`config.mk`:
```
export PLATFORM = sky130hd
export DESIGN_NAME = discrete_regulatory_network_step_flat
export DESIGN_NICKNAME = d
export VERILOG_FILES = /design/src/rtl/core/drn_pkg.sv /design/src/rtl/core/drn_if.sv /design/src/rtl/core/drn_update.sv /design/src/rtl/core/discrete_regulatory_network_step.sv /design/src/flat_wrapper.sv
export VERILOG_INCLUDE_DIRS = /design/src /design/src/rtl/core
export SDC_FILE = /design/constraint.sdc
export NUM_CORES = 1
export LEC_CHECK = 0
export ABC_AREA = 0
export BUFFER_PORTS_ARGS = -buffer_cell sky130_fd_sc_hd__buf_2
export CAP_MARGIN = 15
export CORE_MARGIN = 1
export CORE_UTILIZATION = 45
export DETAILED_ROUTE_END_ITERATION = 10
export MAX_ROUTING_LAYER = met4
export PLACE_DENSITY = 0.69
export SETUP_SLACK_MARGIN = 0.3
export SLEW_MARGIN = 5
export SYNTH_ARGS = -nofsm -noshare
export SYNTH_HDL_FRONTEND = slang
export SYNTH_SLANG_ARGS = --single-unit
```
`constraint.sdc`:
```
create_clock -name clk_i -period 6.6 [get_ports clk_i]
set_input_delay 0.99 -clock clk_i [delete_from_list [all_inputs] [get_ports clk_i]]
set_output_delay 0.99 -clock clk_i [all_outputs]
set_load 0.01 [all_outputs]
```
`src/rtl/core/discrete_regulatory_network_step_macros.svh`:
```
// ----------------------------------------------------------------------------
// Assertion macros for the regulatory network step block
// Concurrent checks that compile away when SYNTHESIS is defined.
// ----------------------------------------------------------------------------
`ifndef DISCRETE_REGULATORY_NETWORK_STEP_MACROS_SVH
`define DISCRETE_REGULATORY_NETWORK_STEP_MACROS_SVH

`ifndef SYNTHESIS
`define DRN_ASSERT(name, clk, rst_n, prop) \
  name: assert property (@(posedge clk) disable iff (!rst_n) prop) \
    else $error("check failed");
`define DRN_ASSERT_NEVER(name, clk, rst_n, cond) \
  name: assert property (@(posedge clk) disable iff (!rst_n) !(cond)) \
    else $error("forbidden condition seen");
`else
`define DRN_ASSERT(name, clk, rst_n, prop)
`define DRN_ASSERT_NEVER(name, clk, rst_n, cond)
`endif

`endif

```
`src/rtl/core/drn_pkg.sv`:
```
// ----------------------------------------------------------------------------
// Regulatory network step package
// Shared widths, defaults and request codes.
// ----------------------------------------------------------------------------
package drn_pkg;

  localparam int MaxGenesDflt  = 8;
  localparam int LevelBitsDflt = 3;

  localparam int ReqTypeW = 2;
  localparam int GeneW    = 3;
  localparam int ValueW   = 4;
  localparam int FrozenW  = 4;
  localparam int ActiveW  = 4;
  localparam int OutW     = 24;

  localparam logic [ActiveW-1:0] ActiveReset = 4'd8;

  typedef enum logic [ReqTypeW-1:0] {
    REQ_ARC   = 2'd0,
    REQ_CEIL  = 2'd1,
    REQ_LEVEL = 2'd2,
    REQ_STEP  = 2'd3
  } req_type_e;

endpackage

```
`src/rtl/core/drn_if.sv`:
```
// ----------------------------------------------------------------------------
// Regulatory network step channels
// Request and response channels with valid/ready handshake.
// ----------------------------------------------------------------------------
interface drn_req_if;
  import drn_pkg::*;

  logic                      valid;
  logic                      ready;
  logic [ReqTypeW-1:0]       req_type;
  logic [GeneW-1:0]          source_gene;
  logic [GeneW-1:0]          target_gene;
  logic signed [ValueW-1:0]  write_value;
  logic [FrozenW-1:0]        frozen_gene;

  modport source (output valid, req_type, source_gene, target_gene, write_value,
                  frozen_gene, input ready);
  modport sink (input valid, req_type, source_gene, target_gene, write_value,
                frozen_gene, output ready);
endinterface

interface drn_rsp_if;
  import drn_pkg::*;

  logic            valid;
  logic            ready;
  logic [OutW-1:0] new_levels;

  modport source (output valid, new_levels, input ready);
  modport sink (input valid, new_levels, output ready);
endinterface

```
`src/rtl/core/drn_update.sv`:
```
// ----------------------------------------------------------------------------
// Regulatory network level update
// Computes the next level of every gene from the current levels.
// ----------------------------------------------------------------------------
module drn_update #(
  parameter int MAX_GENES  = drn_pkg::MaxGenesDflt,
  parameter int LEVEL_BITS = drn_pkg::LevelBitsDflt
) (
  input  logic [LEVEL_BITS-1:0]        levels_i   [MAX_GENES],
  input  logic [LEVEL_BITS-1:0]        ceilings_i [MAX_GENES],
  input  logic signed [drn_pkg::ValueW-1:0] thr_i [MAX_GENES][MAX_GENES],
  input  logic [MAX_GENES-1:0]         active_i,
  input  logic [MAX_GENES-1:0]         frozen_i,
  output logic [LEVEL_BITS-1:0]        next_o     [MAX_GENES]
);
  import drn_pkg::*;

  localparam int CmpW = 6;
  localparam int SumW = LEVEL_BITS + 2;

  always_comb begin
    logic                   up;
    logic                   down;
    logic                   res;
    logic signed [CmpW-1:0] thr_s;
    logic signed [CmpW-1:0] lvl_s;
    logic signed [SumW-1:0] sum;
    for (int i = 0; i < MAX_GENES; i++) begin
      up   = 1'b0;
      down = 1'b0;
      for (int s = 0; s < MAX_GENES; s++) begin
        thr_s = CmpW'(thr_i[s][i]);
        lvl_s = signed'(CmpW'(levels_i[s]));
        res   = ((thr_s > 0) && (lvl_s >= thr_s)) || ((thr_s < 0) && (lvl_s < -thr_s));
        if (active_i[s] && (thr_s != 0)) begin
          up   = up | res;
          down = down | !res;
        end
      end
      sum = signed'(SumW'(levels_i[i])) + signed'(SumW'(up)) - signed'(SumW'(down));
      if (!active_i[i] || frozen_i[i]) begin
        next_o[i] = levels_i[i];
      end else if (sum < 0) begin
        next_o[i] = '0;
      end else if (sum > signed'(SumW'(ceilings_i[i]))) begin
        next_o[i] = ceilings_i[i];
      end else begin
        next_o[i] = sum[LEVEL_BITS-1:0];
      end
    end
  end

endmodule

```
`src/rtl/core/discrete_regulatory_network_step.sv`:
```
// ----------------------------------------------------------------------------
// Discrete regulatory network step
// Holds arc thresholds, ceilings and levels; a step item updates all genes.
// ----------------------------------------------------------------------------
// Channel   Dir  Handshake      Contents
// req_i     in   valid/ready    req_type, source_gene, target_gene,
//                               write_value, frozen_gene
// rsp_o     out  valid/ready    new_levels (step items only)
// cfg       in   cfg_we_i       active_genes
//
// Items are taken while req_i.ready is high; a step result is registered in the output buffer.
// The update of all genes is one combinational pass from the level registers.
// A two-entry output buffer lets items keep flowing while a result waits;
// req_i.ready drops only when both entries are full.
// Reset clears all thresholds and levels and sets every ceiling to the top.
// ----------------------------------------------------------------------------
`include "discrete_regulatory_network_step_macros.svh"

module discrete_regulatory_network_step #(
  parameter int MAX_GENES  = drn_pkg::MaxGenesDflt,
  parameter int LEVEL_BITS = drn_pkg::LevelBitsDflt
) (
  input  logic                         clk_i,
  input  logic                         rst_ni,
  input  logic                         cfg_we_i,
  input  logic [drn_pkg::ActiveW-1:0]  cfg_wdata_i,
  drn_req_if.sink                      req_i,
  drn_rsp_if.source                    rsp_o
);
  import drn_pkg::*;

  localparam int LevelMax = (1 << LEVEL_BITS) - 1;
  localparam int PackW    = MAX_GENES * LEVEL_BITS;
  localparam int FullW    = (PackW > OutW) ? PackW : OutW;

  logic [ActiveW-1:0]        active_q;
  logic signed [ValueW-1:0]  thr_q      [MAX_GENES][MAX_GENES];
  logic [LEVEL_BITS-1:0]     ceilings_q [MAX_GENES];
  logic [LEVEL_BITS-1:0]     levels_q   [MAX_GENES];
  logic [LEVEL_BITS-1:0]     next_lvl   [MAX_GENES];

  logic [MAX_GENES-1:0]      active_mask;
  logic [MAX_GENES-1:0]      frozen_mask;
  logic [LEVEL_BITS-1:0]     wr_level;
  logic [PackW-1:0]          packed_lvl;
  logic [FullW-1:0]          packed_ext;
  logic [OutW-1:0]           result;

  logic                      req_acc;
  logic                      is_step;
  logic                      push;
  logic                      pop;
  logic                      out_valid_q, out_valid_d;
  logic                      skid_valid_q, skid_valid_d;
  logic [OutW-1:0]           out_data_q, out_data_d;
  logic [OutW-1:0]           skid_data_q, skid_data_d;

  assign req_i.ready = !skid_valid_q;
  assign req_acc     = req_i.valid && req_i.ready;
  assign is_step     = (req_i.req_type == REQ_STEP);
  assign push        = req_acc && is_step;
  assign pop         = out_valid_q && rsp_o.ready;

  always_comb begin
    for (int i = 0; i < MAX_GENES; i++) begin
      active_mask[i] = (32'(active_q) > i);
      frozen_mask[i] = (32'(req_i.frozen_gene) == (i + 1));
      packed_lvl[i*LEVEL_BITS +: LEVEL_BITS] = next_lvl[i];
    end
  end

  assign packed_ext = FullW'(packed_lvl);
  assign result     = packed_ext[OutW-1:0];

  always_comb begin
    if (req_i.write_value < 0) begin
      wr_level = '0;
    end else if (int'(req_i.write_value) > LevelMax) begin
      wr_level = LEVEL_BITS'(LevelMax);
    end else begin
      wr_level = LEVEL_BITS'(req_i.write_value);
    end
  end

  drn_update #(
    .MAX_GENES  (MAX_GENES),
    .LEVEL_BITS (LEVEL_BITS)
  ) u_update (
    .levels_i   (levels_q),
    .ceilings_i (ceilings_q),
    .thr_i      (thr_q),
    .active_i   (active_mask),
    .frozen_i   (frozen_mask),
    .next_o     (next_lvl)
  );

  always_ff @(posedge clk_i or negedge rst_ni) begin
    if (!rst_ni) begin
      active_q <= ActiveReset;
      for (int s = 0; s < MAX_GENES; s++) begin
        ceilings_q[s] <= LEVEL_BITS'(LevelMax);
        levels_q[s]   <= '0;
        for (int t = 0; t < MAX_GENES; t++) begin
          thr_q[s][t] <= '0;
        end
      end
    end else begin
      if (cfg_we_i) begin
        active_q <= cfg_wdata_i;
      end
      if (req_acc) begin
        unique case (req_type_e'(req_i.req_type))
          REQ_ARC: begin
            for (int s = 0; s < MAX_GENES; s++) begin
              for (int t = 0; t < MAX_GENES; t++) begin
                if ((32'(req_i.source_gene) == s) && (32'(req_i.target_gene) == t)) begin
                  thr_q[s][t] <= req_i.write_value;
                end
              end
            end
          end
          REQ_CEIL: begin
            for (int g = 0; g < MAX_GENES; g++) begin
              if (32'(req_i.target_gene) == g) begin
                ceilings_q[g] <= wr_level;
              end
            end
          end
          REQ_LEVEL: begin
            for (int g = 0; g < MAX_GENES; g++) begin
              if (32'(req_i.target_gene) == g) begin
                levels_q[g] <= wr_level;
              end
            end
          end
          REQ_STEP: begin
            for (int g = 0; g < MAX_GENES; g++) begin
              levels_q[g] <= next_lvl[g];
            end
          end
          default: begin
          end
        endcase
      end
    end
  end

  always_comb begin
    out_valid_d  = out_valid_q;
    skid_valid_d = skid_valid_q;
    out_data_d   = out_data_q;
    skid_data_d  = skid_data_q;
    if (skid_valid_q) begin
      if (pop) begin
        out_data_d   = skid_data_q;
        skid_valid_d = 1'b0;
      end
    end else if (out_valid_q) begin
      if (push && pop) begin
        out_data_d = result;
      end else if (push) begin
        skid_data_d  = result;
        skid_valid_d = 1'b1;
      end else if (pop) begin
        out_valid_d = 1'b0;
      end
    end else if (push) begin
      out_data_d  = result;
      out_valid_d = 1'b1;
    end
  end

  always_ff @(posedge clk_i or negedge rst_ni) begin
    if (!rst_ni) begin
      out_valid_q  <= 1'b0;
      skid_valid_q <= 1'b0;
    end else begin
      out_valid_q  <= out_valid_d;
      skid_valid_q <= skid_valid_d;
    end
  end

  always_ff @(posedge clk_i) begin
    out_data_q  <= out_data_d;
    skid_data_q <= skid_data_d;
  end

  assign rsp_o.valid      = out_valid_q;
  assign rsp_o.new_levels = out_data_q;

  `DRN_ASSERT_NEVER(a_skid_without_out, clk_i, rst_ni, skid_valid_q && !out_valid_q)
  `DRN_ASSERT(a_step_to_empty_out, clk_i, rst_ni, (push && !out_valid_q) |=> (out_valid_q && (out_data_q == $past(result))))
  `DRN_ASSERT(a_write_keeps_out, clk_i, rst_ni, (req_acc && !is_step && !pop) |=> ($stable(out_valid_q) && $stable(skid_valid_q)))

endmodule

```
`src/flat_wrapper.sv`:
```
// flat-port wrapper written by rule: the top's interface ports become plain ports
module discrete_regulatory_network_step_flat import drn_pkg::*;
#(
  parameter int MAX_GENES  = drn_pkg::MaxGenesDflt,
  parameter int LEVEL_BITS = drn_pkg::LevelBitsDflt
)
  (clk_i, rst_ni, cfg_we_i, cfg_wdata_i, req_i_valid, req_i_req_type, req_i_source_gene, req_i_target_gene, req_i_write_value, req_i_frozen_gene, req_i_ready, rsp_o_valid, rsp_o_new_levels, rsp_o_ready);
  drn_req_if req_i_i ();
  drn_rsp_if rsp_o_i ();
  input  logic clk_i;
  input  logic rst_ni;
  input  logic cfg_we_i;
  input  logic [drn_pkg::ActiveW-1:0] cfg_wdata_i;
  input wire logic [$bits(req_i_i.valid)-1:0] req_i_valid;
  input wire logic [$bits(req_i_i.req_type)-1:0] req_i_req_type;
  input wire logic [$bits(req_i_i.source_gene)-1:0] req_i_source_gene;
  input wire logic [$bits(req_i_i.target_gene)-1:0] req_i_target_gene;
  input wire logic [$bits(req_i_i.write_value)-1:0] req_i_write_value;
  input wire logic [$bits(req_i_i.frozen_gene)-1:0] req_i_frozen_gene;
  output wire logic [$bits(req_i_i.ready)-1:0] req_i_ready;
  output wire logic [$bits(rsp_o_i.valid)-1:0] rsp_o_valid;
  output wire logic [$bits(rsp_o_i.new_levels)-1:0] rsp_o_new_levels;
  input wire logic [$bits(rsp_o_i.ready)-1:0] rsp_o_ready;
  assign req_i_i.valid = req_i_valid;
  assign req_i_i.req_type = req_i_req_type;
  assign req_i_i.source_gene = req_i_source_gene;
  assign req_i_i.target_gene = req_i_target_gene;
  assign req_i_i.write_value = req_i_write_value;
  assign req_i_i.frozen_gene = req_i_frozen_gene;
  assign req_i_ready = req_i_i.ready;
  assign rsp_o_valid = rsp_o_i.valid;
  assign rsp_o_new_levels = rsp_o_i.new_levels;
  assign rsp_o_i.ready = rsp_o_ready;
  discrete_regulatory_network_step #(.MAX_GENES(MAX_GENES), .LEVEL_BITS(LEVEL_BITS)) u_core (.clk_i(clk_i), .rst_ni(rst_ni), .cfg_we_i(cfg_we_i), .cfg_wdata_i(cfg_wdata_i), .req_i(req_i_i), .rsp_o(rsp_o_i));
endmodule
```
==> out/results.ini <==
[cells_and_area]
fill_cells=6065
final_cells=4298
fin_area_um2=33100
drive_above_1_share=0.0967
synthToLayoutAreaGrowth_pct=9.91
antenna_cells=0
final_nets=4011
layout_commonest_cell=ha_1
layout_common_cells=ha_1 (577), inv_1 (525), nand2_1 (296)
final_core_util=0.501

[routing]
wl_per_cell_um=19.5
drtIter0Drc=1926
ant_nets=0
drc=24
vias=24100
wirelength_um=83700
first_pass_iters=10
viasPerCell=5.61

[synth]
synth.distinct_cells=70
yosys_register_bits=358
syn_inst=3318
synth_compound_area_frac=0.137
synth_warnings=0
synth_largest_area_cell=ha_1
synth_top_family_by_area=adder cells
synth_ff_type=dfrtp_1
synthAdderAreaFrac=0.245
synthesis.area_um2=30100
synth-simple-area-share=0.133
ys_seq_area_frac=0.307
ys_async_sr_fraction=0.866
synth_area_leaders=ha_1 (24%), dfrtp_1 (24%), inv_1 (6.5%), edfxtp_1 (4.8%), o21ai_0 (4.3%)
synth_fp_nets=3928
syn-mean-instance-area_um2=9.07
synth-edff-count=48
synth_top_area_share=0.240
synth-xor-area-share=0.0215
synthMuxAreaShare=0.0822

[clocking]
cts_tree=built
clock-sinks=358
htreeDepth=2
ctsLongestPathBuffers=3
clockRootBuffer=clkbuf_16
clk_pin_slew_worst_paths_ns=0.06
clk_latency_ns=0.61
post_cts_buffers=0
cts_buffers=44

[sta]
setup-tns-final_ns=0
rsz0062_at_grt=false
drv_slew=0
slew_headroom=0.271
fmaxAchievable_mhz=168
fin_ws_ns=0.657
min_period_over_period=0.900
final.min_clock_period_ns=5.94
worst_slew_pin_slew_ns=1.09
setup_viol=0
fin_skew_ns=0.0286
finalHoldWorstSlack_ns=0.358
finalHoldViolCount=0

[power]
ir_drop_v=0.000245
p_per_area_nw_per_um2=358
power_mw=11.8
p_leak_nw=15.8

[critical_path]
cp.arrival_ns=6.37
cp_max_fo=11
max_stage_delay_ns=0.70
cp-start-kind=flop
endpoint_kind=flop
cp.required_ns=7.03
crit_chain=a21oi_1 -> buf_4 -> nor2_1 -> a21boi_0 -> a2111oi_1 -> nand4_1 -> ha_1 -> inv_1 -> ha_1 -> inv_1 -> fa_1 -> inv_1 -> ha_1 -> nor2b_1 -> o21a_1 -> o21ai_0 -> and2_1 -> mux2_2 -> o21ai_1
cp_slowest_cell=a21oi_1
crit_type=reg -> reg

[die]
die_h_um=261
die-area_um2=67900
num_rows=94
die_x_um=261
start_util=0.456
core_um2=66000
ioPinCount=51

[min_path]
hp-class=in -> async

[run_status]
violations=DRC
status=finished with violations

[global_route]
grt-ovfl-total=0
grt_antenna_before_repair=2
grt_max_degree=160
grt_util_all_layers=0.257
grt_pass1_wl_um=131000
grt_pass1_vias=23400

[place]
hpwl_um=62200
dp_cells=4219
gp_congestion=0.975
dpl_worst_slack_ns=0.716
dpl_cell_area_um2=31600
place.port_buffers=50

[flow_run]
cap_violations=0

state kept, by name, indices dropped and copies added (netlist names):
| signal | cells |
|---|---|
| u_core.active_q | 4 |
| u_core.ceilings_q | 24 |
| u_core.levels_q | 24 |
| u_core.rsp_o.new_levels | 24 |
| u_core.rsp_o.valid | 1 |
| u_core.skid_data_q | 24 |
| u_core.skid_valid_q | 1 |
| u_core.thr_q | 256 |
area by class of cell:
class | instances | area [um2] | share of cell area
Clock buffer | 53 | 1170 | 0.0355
Clock inverter | 26 | 288 | 0.00870
Inverter | 526 | 1970 | 0.0597
Multi-Input combinational cell | 2370 | 18700 | 0.564
Sequential cell | 358 | 9230 | 0.279
Tap cell | 864 | 1080 | 0.0327
Timing Repair Buffer | 101 | 656 | 0.0198
logic make-up (layout without fill, tap and decap cells):
| logic type | Yosys count | count (layout) |
|---|---|---|
| and+or+nand+nor | 813 | 813 |
| AOI/OAI and AO/OA | 677 | 677 |
| buffers and inverters | 590 | 706 |
| muxes | 221 | 221 |
| DFF | 358 | 358 |
| adders and majority gates | 585 | 585 |
| xor gates and xnor gates | 74 | 74 |
path summary, 6_finish.rpt:
| path | start | to | slack, ns | cells after the start |
|---|---|---|---|---|
| worst min-delay path | rst_ni | u_core.thr_q[144] | 0.36 | 1 |
| worst max register to register | u_core.active_q[2] | u_core.levels_q[10] | 0.66 | 19 |
| min in group clk_i | u_core.thr_q[217] | u_core.thr_q[217] | 0.49 | 1 |
| worst min register to register | u_core.thr_q[217] | u_core.thr_q[217] | 0.49 | 1 |
| max in group asynchronous | rst_ni | u_core.levels_q[23] | 4.75 | 2 |
| worst max-delay path | u_core.active_q[2] | u_core.levels_q[10] | 0.66 | 19 |
critical path: cells and delay by family, from the launching register on:
kind                     cells  cell delay, ns
AND/OR/NAND/NOR              4            0.71
AO/OA/AOI/OAI                6            2.41
adder cells (fa/ha/maj)      4            1.25
multiplexers                 1            0.39
buffers and inverters        4            0.48
flip-flops                   1            0.51
per-layer routing:
layer	global-route usage	wire, um
met2	0.405	37200
met3	0.0326	5380
met1	0.334	37200
met4	0.106	3920
met5	-	0
what timing repair did:
action                     in CTS  in global routing
gates resized for setup         0                  3
hold buffers                    0                  0
setup endpoints to repair       0                  2
where the power goes:
| group | leakage (nW) | total [mW] | switching (mW) | internal (mW) |
|---|---|---|---|---|
| clock | 0.712 | 2.49 | 1.05 | 1.44 |
| sequential | 4.15 | 2.96 | 0.341 | 2.62 |
| combinational | 10.9 | 6.40 | 3.69 | 2.71 |
| total | 15.8 | 11.8 | 5.08 | 6.76 |
Yosys cell counts (11+ instances only):
library cell / count
ha_1: 577
xor2_1: 72
nor2b_1: 37
mux2i_1: 18
nor2_1: 111
a2111oi_0: 26
or2_1: 13
o21a_1: 27
nand4_1: 11
a31oi_1: 15
nand2b_1: 71
a22oi_1: 11
a21oi_1: 163
a21boi_0: 15
a211oi_1: 16
a21o_1: 30
o31ai_1: 20
nand2_1: 296
o21ai_1: 13
mux2_1: 90
nand4b_1: 18
o21ai_0: 261
or4_1: 13
dfstp_2: 25
nor3b_1: 29
nor3_1: 36
nand3_1: 127
edfxtp_1: 48
mux2_2: 111
dfrtp_1: 285
clkbuf_1: 59
and2_1: 20
o311ai_0: 27
inv_1: 525
No activity file was read; power rests on OpenSTA's default activity.
